===== src/rtl/tes_pkg.sv =====
// tes_pkg: shared constants and types for the timed event scheduler.
// Depends on nothing; imported by every module of the block.
`default_nettype none

package tes_pkg;

    localparam int SLOTS    = 4;
    localparam int SLOT_W   = (SLOTS > 1) ? $clog2(SLOTS) : 1;
    localparam int CNT_W    = $clog2(SLOTS + 1);
    localparam int TIME_W   = 32;
    localparam int DELAY_W  = 31;
    localparam int SLOTID_W = 2;

    localparam logic [TIME_W-1:0] HALF_RANGE = 32'h7fff_ffff;
    localparam logic [TIME_W-1:0] SIGN_BIT   = 32'h8000_0000;

    localparam logic CMD_SCHEDULE = 1'b0;
    localparam logic CMD_RUN      = 1'b1;

    typedef struct packed {
        logic              wr_en;
        logic [SLOT_W-1:0] wr_addr;
        logic [TIME_W-1:0] wr_data;
        logic              rd_en;
        logic [SLOT_W-1:0] rd_addr;
    } tes_ram_req_t;

endpackage

`default_nettype wire


===== src/rtl/tes_slot_ram.sv =====
// tes_slot_ram: deadline table, one write and one registered read per cycle.
// Per-entry valid bits clear at reset; an entry never written reads as zero.
// Depends on tes_pkg.
`default_nettype none

module tes_slot_ram
    import tes_pkg::*;
(
    input  wire logic              clk,
    input  wire logic              rst_n,
    input  wire tes_ram_req_t      req,
    output logic [TIME_W-1:0]      rd_data
);

    logic [TIME_W-1:0] slot_mem_reg [SLOTS];
    logic [SLOTS-1:0]  valid_reg;
    logic [TIME_W-1:0] rd_data_reg;

    always_ff @(posedge clk)
    begin
        if (req.wr_en)
        begin
            slot_mem_reg[req.wr_addr] <= req.wr_data;
        end
    end

    always_ff @(posedge clk or negedge rst_n)
    begin
        if (!rst_n)
        begin
            valid_reg <= '0;
        end
        else if (req.wr_en)
        begin
            valid_reg[req.wr_addr] <= 1'b1;
        end
    end

    always_ff @(posedge clk)
    begin
        if (req.rd_en)
        begin
            rd_data_reg <= valid_reg[req.rd_addr] ? slot_mem_reg[req.rd_addr] : '0;
        end
    end

    assign rd_data = rd_data_reg;

endmodule

`default_nettype wire


===== src/rtl/tes_ctrl.sv =====
// tes_ctrl: sequencer for schedule and run transactions, min-search over the
// slot table by repeated read passes, and the output register.
// Depends on tes_pkg; drives tes_slot_ram.
`default_nettype none

module tes_ctrl
    import tes_pkg::*;
(
    input  wire logic                clk,
    input  wire logic                rst_n,
    input  wire logic                in_valid,
    output logic                     in_ready,
    input  wire logic                cmd,
    input  wire logic [SLOTID_W-1:0] slot_id,
    input  wire logic [TIME_W-1:0]   time_value,
    input  wire logic [DELAY_W-1:0]  delay,
    output logic                     out_valid,
    input  wire logic                out_ready,
    output logic                     fire_valid,
    output logic [SLOTID_W-1:0]      fired_slot,
    output logic [TIME_W-1:0]        fired_time,
    output logic [TIME_W-1:0]        next_deadline,
    output logic                     last,
    output tes_ram_req_t             ram_req,
    input  wire logic [TIME_W-1:0]   ram_rd_data
);

    typedef enum logic [4:0] {
        ST_IDLE   = 5'b00001,
        ST_SCAN   = 5'b00010,
        ST_DECIDE = 5'b00100,
        ST_FIRE   = 5'b01000,
        ST_FINAL  = 5'b10000
    } state_t;

    state_t             state_reg, state_next;
    logic [CNT_W-1:0]   cnt_reg, cnt_next;
    logic [TIME_W-1:0]  tv_reg, tv_next;
    logic [TIME_W-1:0]  next_due_reg, next_due_next;
    logic [TIME_W-1:0]  best_key_reg, best_key_next;
    logic [TIME_W-1:0]  best_time_reg, best_time_next;
    logic [SLOT_W-1:0]  best_idx_reg, best_idx_next;
    logic               best_found_reg, best_found_next;

    logic               out_valid_reg, out_valid_next;
    logic               out_fire_reg, out_fire_next;
    logic [SLOT_W-1:0]  out_slot_reg, out_slot_next;
    logic [TIME_W-1:0]  out_time_reg, out_time_next;
    logic [TIME_W-1:0]  out_nd_reg, out_nd_next;
    logic               out_last_reg, out_last_next;

    logic               out_free;
    logic               accept;
    logic [TIME_W-1:0]  when;
    logic [TIME_W-1:0]  nd_diff;
    logic               nd_later;
    logic [CNT_W-1:0]   cnt_prev;
    logic [TIME_W-1:0]  key;
    logic               key_better;

    assign out_free = !out_valid_reg || out_ready;
    assign in_ready = (state_reg == ST_IDLE);
    assign accept   = in_valid && in_ready;

    assign when     = (time_value + {1'b0, delay}) | 32'h0000_0001;
    assign nd_diff  = next_due_reg - when;
    assign nd_later = (nd_diff != '0) && !nd_diff[TIME_W-1];

    assign cnt_prev   = cnt_reg - CNT_W'(1);
    assign key        = (ram_rd_data - tv_reg) ^ SIGN_BIT;
    assign key_better = (ram_rd_data != '0) && (key < best_key_reg);

    always_comb
    begin
        state_next      = state_reg;
        cnt_next        = cnt_reg;
        tv_next         = tv_reg;
        next_due_next   = next_due_reg;
        best_key_next   = best_key_reg;
        best_time_next  = best_time_reg;
        best_idx_next   = best_idx_reg;
        best_found_next = best_found_reg;
        out_valid_next  = out_valid_reg && !out_ready;
        out_fire_next   = out_fire_reg;
        out_slot_next   = out_slot_reg;
        out_time_next   = out_time_reg;
        out_nd_next     = out_nd_reg;
        out_last_next   = out_last_reg;
        ram_req         = '0;

        case (state_reg)
            ST_IDLE:
            begin
                if (accept)
                begin
                    tv_next         = time_value;
                    cnt_next        = '0;
                    best_key_next   = HALF_RANGE ^ SIGN_BIT;
                    best_found_next = 1'b0;
                    if (cmd == CMD_RUN)
                    begin
                        state_next = ST_SCAN;
                    end
                    else
                    begin
                        if (32'(slot_id) < SLOTS)
                        begin
                            ram_req.wr_en   = 1'b1;
                            ram_req.wr_addr = SLOT_W'(slot_id);
                            ram_req.wr_data = when;
                            if (next_due_reg == '0 || nd_later)
                            begin
                                next_due_next = when;
                            end
                        end
                        state_next = ST_FINAL;
                    end
                end
            end
            ST_SCAN:
            begin
                // read of entry cnt issued, data of entry cnt-1 returns
                if (cnt_reg < CNT_W'(SLOTS))
                begin
                    ram_req.rd_en   = 1'b1;
                    ram_req.rd_addr = cnt_reg[SLOT_W-1:0];
                end
                if (cnt_reg != '0 && key_better)
                begin
                    best_key_next   = key;
                    best_time_next  = ram_rd_data;
                    best_idx_next   = cnt_prev[SLOT_W-1:0];
                    best_found_next = 1'b1;
                end
                if (cnt_reg == CNT_W'(SLOTS))
                begin
                    state_next = ST_DECIDE;
                end
                else
                begin
                    cnt_next = cnt_reg + CNT_W'(1);
                end
            end
            ST_DECIDE:
            begin
                if (best_found_reg && best_key_reg <= SIGN_BIT)
                begin
                    state_next = ST_FIRE;
                end
                else
                begin
                    next_due_next = best_found_reg ? best_time_reg : '0;
                    state_next    = ST_FINAL;
                end
            end
            ST_FIRE:
            begin
                if (out_free)
                begin
                    out_valid_next  = 1'b1;
                    out_fire_next   = 1'b1;
                    out_slot_next   = best_idx_reg;
                    out_time_next   = best_time_reg;
                    out_nd_next     = next_due_reg;
                    out_last_next   = 1'b0;
                    // clear lands before the next pass reads it
                    ram_req.wr_en   = 1'b1;
                    ram_req.wr_addr = best_idx_reg;
                    ram_req.wr_data = '0;
                    cnt_next        = '0;
                    best_key_next   = HALF_RANGE ^ SIGN_BIT;
                    best_found_next = 1'b0;
                    state_next      = ST_SCAN;
                end
            end
            ST_FINAL:
            begin
                if (out_free)
                begin
                    out_valid_next = 1'b1;
                    out_fire_next  = 1'b0;
                    out_slot_next  = '0;
                    out_time_next  = '0;
                    out_nd_next    = next_due_reg;
                    out_last_next  = 1'b1;
                    state_next     = ST_IDLE;
                end
            end
            default:
            begin
                state_next = ST_IDLE;
            end
        endcase
    end

    always_ff @(posedge clk or negedge rst_n)
    begin
        if (!rst_n)
        begin
            state_reg     <= ST_IDLE;
            next_due_reg  <= '0;
            out_valid_reg <= 1'b0;
        end
        else
        begin
            state_reg     <= state_next;
            next_due_reg  <= next_due_next;
            out_valid_reg <= out_valid_next;
        end
    end

    always_ff @(posedge clk)
    begin
        cnt_reg        <= cnt_next;
        tv_reg         <= tv_next;
        best_key_reg   <= best_key_next;
        best_time_reg  <= best_time_next;
        best_idx_reg   <= best_idx_next;
        best_found_reg <= best_found_next;
        out_fire_reg   <= out_fire_next;
        out_slot_reg   <= out_slot_next;
        out_time_reg   <= out_time_next;
        out_nd_reg     <= out_nd_next;
        out_last_reg   <= out_last_next;
    end

    assign out_valid     = out_valid_reg;
    assign fire_valid    = out_fire_reg;
    assign fired_slot    = SLOTID_W'(out_slot_reg);
    assign fired_time    = out_time_reg;
    assign next_deadline = out_nd_reg;
    assign last          = out_last_reg;

endmodule

`default_nettype wire


===== src/rtl/timed_event_scheduler.sv =====
// timed_event_scheduler: top level, stream ports, slot table and sequencer.
// Depends on tes_pkg, tes_slot_ram, tes_ctrl.
//
// channel   dir   tdata                                      tuser       tlast
// s_axis    in    slot_id, time_value, delay (72 b)          cmd         -
// m_axis    out   fired_slot, fired_time, next_deadline (72) fire_valid  last
//
// Schedule: accept, then final result. Run: accept, then (k+1) table passes
// (read sweep and decide) for k fired slots, one fire result per fired slot and
// the final result; each pass reads one entry a cycle.
// Reset clears the valid bits of the table and next_due at once, no sweep.
// A stalled m_axis holds the result register; a new transaction is taken
// while the last result still waits.
`default_nettype none

module timed_event_scheduler
    import tes_pkg::*;
(
    input  wire logic        clk,
    input  wire logic        rst_n,
    input  wire logic        s_axis_tvalid,
    output logic             s_axis_tready,
    input  wire logic [71:0] s_axis_tdata,   // slot_id[1:0], time_value[33:2], delay[64:34]
    input  wire logic        s_axis_tuser,   // cmd
    output logic             m_axis_tvalid,
    input  wire logic        m_axis_tready,
    output logic [71:0]      m_axis_tdata,   // fired_slot[1:0], fired_time[33:2],
                                             // next_deadline[65:34]
    output logic             m_axis_tuser,   // fire_valid
    output logic             m_axis_tlast    // last
);

    tes_ram_req_t          ram_req;
    logic [TIME_W-1:0]     ram_rd_data;
    logic [SLOTID_W-1:0]   fired_slot;
    logic [TIME_W-1:0]     fired_time;
    logic [TIME_W-1:0]     next_deadline;

    tes_slot_ram u_ram (
        .clk     (clk),
        .rst_n   (rst_n),
        .req     (ram_req),
        .rd_data (ram_rd_data)
    );

    tes_ctrl u_ctrl (
        .clk           (clk),
        .rst_n         (rst_n),
        .in_valid      (s_axis_tvalid),
        .in_ready      (s_axis_tready),
        .cmd           (s_axis_tuser),
        .slot_id       (s_axis_tdata[1:0]),
        .time_value    (s_axis_tdata[33:2]),
        .delay         (s_axis_tdata[64:34]),
        .out_valid     (m_axis_tvalid),
        .out_ready     (m_axis_tready),
        .fire_valid    (m_axis_tuser),
        .fired_slot    (fired_slot),
        .fired_time    (fired_time),
        .next_deadline (next_deadline),
        .last          (m_axis_tlast),
        .ram_req       (ram_req),
        .ram_rd_data   (ram_rd_data)
    );

    assign m_axis_tdata = {6'b0, next_deadline, fired_time, fired_slot};

    a_fire_xor_last: assert property (@(posedge clk) disable iff (!rst_n)
        m_axis_tvalid |-> (m_axis_tuser != m_axis_tlast))
        else $error("result is neither a single fire nor a single final");

    a_fired_odd: assert property (@(posedge clk) disable iff (!rst_n)
        m_axis_tvalid && m_axis_tuser |-> m_axis_tdata[2])
        else $error("fired deadline is not a stored deadline");

    a_next_odd: assert property (@(posedge clk) disable iff (!rst_n)
        m_axis_tvalid && (m_axis_tdata[65:34] != '0) |-> m_axis_tdata[34])
        else $error("next deadline is not a stored deadline");

    a_no_accept_busy: assert property (@(posedge clk) disable iff (!rst_n)
        s_axis_tvalid && s_axis_tready |=> !s_axis_tready)
        else $error("transaction accepted while previous one in progress");

endmodule

`default_nettype wire

===== config.mk =====
export PLATFORM = sky130hd
export DESIGN_NAME = timed_event_scheduler
export DESIGN_NICKNAME = d
export VERILOG_FILES = /design/src/rtl/tes_pkg.sv /design/src/rtl/tes_slot_ram.sv /design/src/rtl/tes_ctrl.sv /design/src/rtl/timed_event_scheduler.sv
export SDC_FILE = /design/constraint.sdc
export NUM_CORES = 1
export LEC_CHECK = 0
export BUFFER_PORTS_ARGS = -buffer_cell sky130_fd_sc_hd__buf_2
export CORE_MARGIN = 5
export CORE_UTILIZATION = 58
export CTS_CLUSTER_DIAMETER = 60
export DETAILED_ROUTE_END_ITERATION = 12
export GPL_ROUTABILITY_DRIVEN = 0
export PLACE_DENSITY = 0.73
export REMOVE_ABC_BUFFERS = 1
export SYNTH_ARGS = -nofsm -noshare
export SYNTH_HDL_FRONTEND = slang
export SYNTH_SLANG_ARGS = --single-unit

===== constraint.sdc =====
create_clock -name clk -period 14.2 [get_ports clk]
set_clock_uncertainty 0.1 [all_clocks]
set_input_delay 1.42 -clock clk [delete_from_list [all_inputs] [get_ports clk]]
set_output_delay 1.42 -clock clk [all_outputs]
set_load 0.01 [all_outputs]

==> metrics.md, run 1 <==
| Metric | Value |
|---|---|
| Most common cell after layout, fill and taps aside | `edfxtp_1` |
| Die height | `a little under 200 um` |
| Total GRT Usage | `0.274` |
| Initial antenna violation count | `1` |
| Final Hold Slack | `0.369 ns` |
| P_leak | `8.85 nW` |
| Peak VDD IR | `0.0000877 V` |
| Vias per inst | `between 6 and 7` |
| Avg Inst Size Synth | `11.6 um2` |
| DRC Markers | `0` |
| Core box area | `34500 um2` |
| Layout Cells excl Fill | `2352` |
| Ys async rst share | `0.113` |
| Cell internal pwr | `2.70 mW` |
| CTS Buf Count | `40` |
| Post-route minimum period | `between 8 and 9 ns` |
| Pin count of the biggest net entering global routing | `76` |
| Die Width | `197 um` |
| FMAX | `0.119 GHz` |
| Cells after Synth | `approximately 1700` |
| Final period util | `0.591` |
| Most frequent cells in the layout | `330 x edfxtp_1, 139 x buf_2, 114 x ha_1` |
| Switching share of power | `0.368` |
| Outcome | `completed` |
| HP Class | `reg -> reg` |
| Switching pwr | `1.57 mW` |
| Vias in the first global route | `14361` |
| Layout cells sized above 1 | `0.156` |
| FF+latch count, synth | `372` |
| Total Power | `4.27 mW` |
| I/O pin count | `153` |
| Reg2reg setup slack | `between 7 and 8 ns` |
| Power share of the clock group | `0.241` |
| Detail Placement HPWL | `38000 um` |
| Worst Setup Start Kind | `input port` |
| CTS root buffer | `clkbuf_16` |
| Setup TNS | `0 ns` |
| Slew headroom | `0.228` |
| Max FFs per register | `128` |
| Crit. Startpoint | `s_axis_tdata[2]` |
| Placed cell count | `2280` |
| Post-route ant nets | `0` |
| Synth cell types | `97` |
| Rows | `a little under 70` |
| Post-Route WL | `54600 um` |
| # Max-Cap Violations | `0` |
| Post-synth EDFFs | `330` |
| Post-CTS setup buffers | `0` |
| Cell Area, Synth | `20200 um2` |
| Slew @ Worst Pin | `1.16 ns` |
| Area growth syn-to-layout | `12.2%` |
| Initial Utilization | `0.586` |
| Yosys warns | `0` |
| DRT iter0 DRCs | `1461` |
| Final setup fails | `0` |
| Crit. End Element | `flop` |
| CTS Buffer Depth | `3` |
| Drt wl/cell | `23.2 um` |
| Clock Pin Slew Worst Setup and Hold Paths | `0.06 ns` |
| Vias | `14861` |
| Fin nets | `between 2000 and 2500` |
| Pwr dens | `189 nW/um2` |
| Diodes inserted | `0` |
| Hold Buf Count CTS | `0` |
| RSZ-0062 raised after global routing | `no` |
| Worst R2R Start | `u_ram.rd_data[1]$_SDFFCE_PN0P_` |
| Clock Sinks | `between 300 and 400` |
| Ys flop type | `edfxtp_1` |
| Critical Path RT | `14.52 ns` |
| Final core occ | `0.658` |
| Final count of hold timing violations | `0` |
| Post-CTS sizing | `0` |
| Grt total ovfl | `0` |
| IO buf count | `139` |
| First-pass DRT Iterations | `6` |
| Die ar. | `38600 um2` |
| Hold_sp | `u_ram.valid_reg[0]$_DFFE_PN0P_` |
| Sequential share of the synthesized area | `0.543` |
| First-pass GRT wire length | `roughly 82000 um` |
| CP Class | `in -> reg` |
| CP Max Fanout | `25` |
| CTS tree | `done` |
| Combinational power share | `0.380` |
| Slew Limit Fails | `0` |
| Reg power frac | `0.379` |
| Clk_lat worst skew | `0.54 ns` |
| H-Tree Level Count | `2` |
| WP data arrival | `8.72 ns` |
-- power groups by stage --
stage / combinational (mW) / clock [mW] / sequential, mW
3_3_place_gp: 1.54 / 0 / 1.63
6_report: 1.62 / 1.03 / 1.62
4_1_cts: 1.60 / 1.04 / 1.61
5_1_grt: 1.76 / 1.09 / 1.63
2_1_floorplan: 1.12 / 0 / 1.61
3_5_place_dp: 1.58 / 0 / 1.63
-- critical path, cell delays in order --
cell and delay, ns:
buf_2 0.12, and2_1 0.15, fa_1 0.41, a21o_1 0.18
a21oi_1 0.21, o21bai_1 0.14, a21oi_1 0.25, o21ai_0 0.20
a311o_1 0.39, a41oi_1 0.43, o31ai_1 0.22, o211a_1 0.25
o21ai_0 0.14, nand2b_1 0.10, xnor2_1 0.35, ha_1 0.36
mux2i_1 0.25, nand4b_1 0.17, nor3_1 0.21, o2111ai_1 0.11
or4b_1 0.53, a2111oi_2 0.26, o2111ai_1 0.18, nor4_1 0.27
nand4_1 0.19, o211ai_4 0.24, buf_4 0.57, mux2_2 0.40
-- final cells by class --
| cell class | instances | area (um2) |
|---|---|---|
| repair buffers | 159 | 846 |
| clock buffers | 49 | 1070 |
| multi-input cells | 1195 | 8620 |
| clock inverters | 23 | 223 |
| flip-flops and latches | 372 | 11000 |
| well taps | 455 | 569 |
| inverters | 99 | 372 |
| fillers | 2612 | 11800 |
-- cells by family (layout without fill, tap and decap cells) --
family	after synthesis	after routing	synth area share
and+or+nand+nor	535	535	0.138
AOI/OAI and AO/OA	415	415	0.142
DFF	372	372	0.543
buffers and inverters	178	330	0.0365
adders and majority gates	124	124	0.0768
xor gates and xnor gates	72	72	0.0351
muxes	43	43	0.0280
other	1	6	0.000186
-- metal layers --
| metal | up-vias | track usage | wire [um] |
|---|---|---|---|
| met5 | - | 0 | 0 |
| met3 | 104 | 0.0373 | 4890 |
| met4 | 0 | 0.0794 | 1460 |
| met1 | 7240 | 0.376 | 21900 |
| met2 | 717 | 0.464 | 26400 |
| li1 | 6800 | - | - |
-- final timing paths --
check,cells after the start,endpoint
worst max-delay path,28,u_ctrl.next_due_reg[1]$_DFFE_PN0P_
worst min-delay path,1,u_ram.valid_reg[0]$_DFFE_PN0P_
worst max register to register,18,u_ctrl.best_key_reg[27]$_SDFFCE_PN1P_
worst min register to register,1,u_ram.valid_reg[0]$_DFFE_PN0P_
max in group asynchronous,2,u_ctrl.state_reg[1]$_DFFE_PN0P_
min in group asynchronous,2,u_ctrl.next_due_reg[15]$_DFFE_PN0P_
-- through the flow --
stage	setup WS (ns)	area (um2)
6_report	5.80	22700
3_3_place_gp	5.49	21400
4_1_cts	5.95	22700
5_1_grt	5.47	22700
3_5_place_dp	5.41	21400
2_1_floorplan	6.68	19800
-- synthesized netlist by cell type, drive strengths merged, types with 7 or more instances --
cell     number  share of area
mux2         30          0.022
buf          15         0.0062
edfxtp      330           0.49
a31oi        19         0.0059
or3           9         0.0028
o2111ai       8         0.0035
nand2b       44          0.014
nand4        17         0.0053
maj3          8         0.0042
o21ai        88          0.022
nor3         27         0.0067
o211ai       10         0.0040
or2           7         0.0022
a21oi        90          0.023
clkbuf       64          0.012
mux2i        13         0.0064
o21bai        8         0.0030
nor2b        49          0.015
and2         45          0.014
nor2        112          0.021
nand2        87          0.017
a211oi       42          0.016
ha          114          0.071
a21o         29          0.011
xor2         23          0.010
o21a         19         0.0071
a311oi       34          0.015
nor4         30         0.0096
xnor2        44          0.019
dfrtp        41          0.051
and3         12         0.0037
a221oi        7         0.0042
nand3        74          0.018
inv          97          0.018
Power figures use the tool's default switching activity.
==> inputs of run 2 (changes only) <==
clock period = 8.1 ns   (was 14.2 ns; I/O delays follow)
==> run 2 against run 1 <==
Net effect:
- flip-flop and latch count unchanged
- first-iteration DRC count down 10%
- critical path depth unchanged
- die area unchanged
- setup slack worse by 5.0 ns
- final area up 0.11%
- critical path type unchanged
- largest cell class unchanged
- largest power group is now combinational logic
==> metrics.md, run 2 (same netlist as run 1, synthesis figures left out) <==
| Metric | Value |
|---|---|
| Critical Path RT | `8.42 ns` |
| Placed Area | `approximately 21000 um2` |
| Vias per inst | `6.28` |
| Cell area after layout | `22700 um2` |
| CP Class | `in -> reg` |
| Setup TNS | `0 ns` |
| I/O pin count | `~150` |
| First-pass GRT wire length | `82800 um` |
| Clock Pin Slew Worst Setup and Hold Paths | `0.06 ns` |
| Rows | `between 60 and 70` |
| Clk_lat worst skew | `0.55 ns` |
| Grt total ovfl | `0` |
| Post-route minimum period | `~7.3 ns` |
| Slew @ Worst Pin | `around 1.2 ns` |
| Initial Utilization | `0.586` |
| Core box area | `around 34000 um2` |
| RSZ-0062 raised after global routing | `no` |
| Post-CTS sizing | `0` |
| Fin nets | `2063` |
| Pwr dens | `330 nW/um2` |
| Hold Buf Count CTS | `0` |
| Slew headroom | `0.222` |
| CP Max Fanout | `15` |
| Layout Cells excl Fill | `2356` |
| Post-CTS setup buffers | `0` |
| Max FFs per register | `128` |
| Power share of the clock group | `0.241` |
| Peak VDD IR | `0.000211 V` |
| Final count of hold timing violations | `0` |
| WP data arrival | `7.65 ns` |
| Layout cells sized above 1 | `0.157` |
| P_leak | `approximately 9 nW` |
| Fill cell total of the finished layout | `~2600` |
| CTS Buffer Depth | `3` |
| Area growth syn-to-layout | `12.3%` |
| Cell internal pwr | `4.72 mW` |
| Drt wl/cell | `23.3 um` |
| Worst Setup Start Kind | `input port` |
| DRT iter0 DRCs | `about 1300` |
| Total GRT Usage | `0.278` |
| Crit. End Element | `flop` |
| CTS Buf Count | `41` |
| Final period util | `0.905` |
| # Max-Cap Violations | `0` |
| DRC Markers | `0` |
| HP Class | `in -> async` |
| Reg2reg setup slack | `between 1 and 1.5 ns` |
| Diodes inserted | `0` |
| Final setup fails | `0` |
| Outcome | `completed` |
| Switching pwr | `2.77 mW` |
| Post-route ant nets | `0` |
| CTS tree | `done` |
| Slew Limit Fails | `0` |
| Placed cell count | `between 2000 and 2500` |
| Vias in the first global route | `about 15000` |
| FMAX | `0.136 GHz` |
| Die ar. | `38600 um2` |
| First-pass DRT Iterations | `6` |
| Die height | `197 um` |
| Detail Placement HPWL | `38300 um` |
| Initial antenna violation count | `0` |
| Die Width | `197 um` |
| H-Tree Level Count | `2` |
| Most frequent cells in the layout | `330 x edfxtp_1, 139 x buf_2, 114 x ha_1` |
| Most common cell after layout, fill and taps aside | `edfxtp_1` |
| Final core occ | `0.658` |
| CTS root buffer | `clkbuf_16` |
| IO buf count | `139` |
| Clock Sinks | `372` |
| Combinational power share | `0.380` |
| Pin count of the biggest net entering global routing | `93` |
| Switching share of power | `0.370` |
| Vias | `14804` |
| Post-Route WL | `around 55000 um` |
| Reg power frac | `0.379` |
==> run 2: through the flow <==
step,hold WS (ns),power [mW],setup slack (ns)
floorplan,0.333,4.79,0.580
global placement,0.350,5.57,0.406
detailed placement,0.362,5.65,0.353
CTS,0.292,7.45,0.902
global route,0.314,7.87,0.377
finish,0.282,7.49,0.768
==> run 2: final timing paths <==
| kind | cells past startpoint | startpoint | endpoint |
|---|---|---|---|
| min in group clk | 1 | s_axis_tdata[4] | u_ctrl.tv_reg[2]$_DFFE_PP_ |
| max reg2reg | 19 | u_ram.rd_data[1]$_SDFFCE_PN0P_ | u_ctrl.best_time_reg[30]$_DFFE_PP_ |
| max | 28 | s_axis_tdata[2] | u_ctrl.next_due_reg[1]$_DFFE_PN0P_ |
| min reg2reg | 1 | u_ram.valid_reg[1]$_DFFE_PN0P_ | u_ram.valid_reg[1]$_DFFE_PN0P_ |
| min | 2 | rst_n | u_ram.valid_reg[0]$_DFFE_PN0P_ |
| max in group asynchronous | 2 | rst_n | u_ctrl.state_reg[4]$_DFFE_PN0P_ |
==> run 2: critical path, stage by stage <==
cell	delay (ns)
buf_2	0.12
and2_1	0.14
fa_1	0.40
a21o_1	0.18
a21oi_1	0.24
o21bai_1	0.12
a21oi_1	0.28
o21ai_0	0.22
a311o_1	0.40
a41oi_1	0.35
o31ai_1	0.18
o211a_1	0.24
o21ai_0	0.14
nand2b_1	0.09
xnor2_1	0.32
ha_1	0.34
mux2i_1	0.25
nand4b_1	0.18
nor3_1	0.21
o2111ai_1	0.11
or4b_1	0.51
a2111oi_2	0.23
o2111ai_1	0.16
nor4_1	0.25
nand4_1	0.19
o211ai_4	0.36
buf_12	0.26
mux2_2	0.35
==> run 2: final cells by class <==
type                            instances  area, um2  share of cell area
Sequential cell                       372      11000               0.483
Multi-Input combinational cell       1195       8620               0.380
Clock buffer                           54       1120              0.0493
Timing Repair Buffer                  161        873              0.0385
Tap cell                              455        569              0.0251
Inverter                               99        372              0.0164
Clock inverter                         20        169             0.00745
==> run 2: metal layers <==
metal,GRT usage,vias to the layer above,routed length (um)
met5,0,-,0
met4,0.0909,0,1660
met1,0.386,7230,22100
li1,-,6813,-
met3,0.0422,112,4790
met2,0.458,649,26300
==> run 2: power groups by stage <==
| stage | combinational, mW | sequential, mW | clock, mW |
|---|---|---|---|
| after floorplan | 1.96 | 2.83 | 0 |
| after global placement | 2.72 | 2.85 | 0 |
| after detailed placement | 2.79 | 2.86 | 0 |
| after CTS | 2.81 | 2.83 | 1.81 |
| after global routing | 3.11 | 2.86 | 1.90 |
| final | 2.85 | 2.84 | 1.80 |
==> inputs of run 3 (changes only) <==
CORE_UTILIZATION = 55   (was 58)
clock period = 6.6 ns   (was 8.1 ns; I/O delays follow)
==> run 3 against run 2 <==
Net effect:
- non-clock buffer count grew 50
- largest cell class unchanged
- combinational power is 28% higher
- total power grew 27%
- critical path type unchanged
- largest power group unchanged
==> metrics.md, run 3 (same netlist as run 1, synthesis figures left out) <==
| Metric | Value |
|---|---|
| Area growth syn-to-layout | `15.3%` |
| Detail Placement HPWL | `39400 um` |
| CTS tree | `done` |
| WP buf/inv | `3` |
| Hold Buf Count CTS | `0` |
| First-pass DRT Iterations | `5` |
| Cell area after layout | `23300 um2` |
| CTS Buf Count | `41` |
| Die ar. | `40600 um2` |
| Outcome | `completed` |
| IO buf count | `139` |
| First-pass GRT wire length | `84800 um` |
| Drt wl/cell | `23.3 um` |
| CP Max Fanout | `7` |
| Post-Route WL | `~57000 um` |
| Reg power frac | `0.370` |
| Slew Limit Fails | `0` |
| Final count of hold timing violations | `0` |
| Post-route ant nets | `0` |
| # Max-Cap Violations | `0` |
| CP top delay family | `compound AO/OA/AOI/OAI gates` |
| Most used cell, CP | `a21oi_2` |
| Placed Area | `21800 um2` |
| I/O pin count | `about 150` |
| Die Width | `about 200 um` |
| CTS Buffer Depth | `3` |
| Switching share of power | `0.368` |
| Crit. End Element | `flop` |
| Clk_lat worst skew | `0.56 ns` |
| HP Class | `in -> async` |
| Critical Path RT | `around 7.0 ns` |
| Pwr dens | `407 nW/um2` |
| Worst path slowest cell | `or4b_4` |
| Pin count of the biggest net entering global routing | `67` |
| Worst Setup Start Kind | `input port` |
| Max FFs per register | `128` |
| CTS root buffer | `clkbuf_16` |
| Final setup fails | `0` |
| Fill cell total of the finished layout | `about 2800` |
| P_leak | `about 9 nW` |
| Final core occ | `0.639` |
| Vias in the first global route | `14840` |
| WP data arrival | `6.78 ns` |
| CP Class | `in -> reg` |
| Critical Path Max Stage Delay | `0.52 ns` |
| Switching pwr | `3.49 mW` |
| Layout cells sized above 1 | `0.186` |
| Die height | `202 um` |
| Initial Utilization | `0.554` |
| Post-route minimum period | `approximately 6.4 ns` |
| Power share of the clock group | `0.245` |
| Clock Pin Slew Worst Setup and Hold Paths | `0.06 ns` |
| Pre-CTS setup slack | `-0.409 ns` |
| Initial antenna violation count | `2` |
| Fin nets | `2113` |
| DRT iter0 DRCs | `about 1600` |
| FF+latch area | `approximately 11000 um2` |
| Clock Sinks | `approximately 370` |
| Setup TNS | `0 ns` |
| Most frequent cells in the layout | `330 x edfxtp_1, 139 x buf_2, 114 x ha_1` |
| Area of the multi-input gates | `a little under 9000 um2` |
| Vias | `15134` |
| Slew headroom | `0.229` |
| Core box area | `about 36000 um2` |
| Grt total ovfl | `0` |
| Reg2reg setup slack | `between 0.6 and 0.7 ns` |
| Final period util | `0.975` |
| Vias per inst | `~6.3` |
| Peak VDD IR | `0.000201 V` |
| Worst Slack Setup Final | `approximately 0.17 ns` |
| FMAX | `0.155 GHz` |
| Rows | `70` |
| DRC Markers | `0` |
| H-Tree Level Count | `2` |
| Slew @ Worst Pin | `around 1.2 ns` |
| Total GRT Usage | `0.269` |
| Most common cell after layout, fill and taps aside | `edfxtp_1` |
| Combinational power share | `0.386` |
| Cell internal pwr | `5.99 mW` |
-- run 3: changes by cell type in the layout (fill, tap and decap cells not counted), moves of 2 or more --
cell        delta
buf_4         +46
clkbuf_1       -6
clkinv_1       +4
a21oi_2        +3
bufinv_16      +3
clkbuf_8       +3
clkinv_8       +3
a21oi_1        -2
buf_12         +2
clkinv_2       -2
clkinvlp_4     -2
o21ai_0        -2
-- run 3: per-stage QoR --
step | std cells | power [mW] | hold WS [ns]
2_1_floorplan | 1666 | 5.88 | 0.264
3_3_place_gp | 2339 | 6.93 | 0.351
3_5_place_dp | 2339 | 7.05 | 0.349
4_1_cts | 2414 | 9.38 | 0.128
5_1_grt | 2421 | 9.95 | 0.160
6_report | 2421 | 9.48 | 0.121
-- run 3: worst paths after layout --
check	from	end	cells after the start
max	s_axis_tdata[34]	u_ctrl.next_due_reg[3]$_DFFE_PN0P_	29
min	rst_n	u_ctrl.next_due_reg[4]$_DFFE_PN0P_	2
max reg2reg	u_ram.rd_data[1]$_SDFFCE_PN0P_	u_ctrl.best_time_reg[1]$_DFFE_PP_	19
min reg2reg	u_ram.valid_reg[1]$_DFFE_PN0P_	u_ram.valid_reg[1]$_DFFE_PN0P_	1
max in group asynchronous	rst_n	u_ctrl.next_due_reg[22]$_DFFE_PN0P_	2
min in group clk	s_axis_tdata[28]	u_ctrl.tv_reg[26]$_DFFE_PP_	1
-- run 3: per-layer routing --
layer  track usage  routed length (um)  vias up
li1              -                   -     6918
met1         0.362               22300     7415
met2         0.446               27100      665
met3        0.0332                4480      136
met4         0.115                2570        0
met5             0                   0        -
-- run 3: layout make-up --
| class | instances | share of cell area |
|---|---|---|
| Multi-Input combinational cell | 1195 | 0.373 |
| Clock inverter | 26 | 0.0128 |
| Sequential cell | 372 | 0.471 |
| Antenna cell | 1 | 0.000107 |
| Tap cell | 468 | 0.0251 |
| Inverter | 99 | 0.0160 |
| Clock buffer | 49 | 0.0466 |
| Timing Repair Buffer | 211 | 0.0562 |
-- run 3: power by group through the flow --
stage	Clock (mW)	Sequential, mW	Combinational (mW)
final	2.32	3.50	3.66
after global routing	2.46	3.53	3.96
after CTS	2.35	3.49	3.55
after detailed placement	0	3.53	3.52
after global placement	0	3.52	3.41
after floorplan	0	3.47	2.41
-- run 3: what timing repair did --
action                     CTS  global route
resized for setup            0            14
setup endpoints to repair    0            32
buffers inserted             0             4
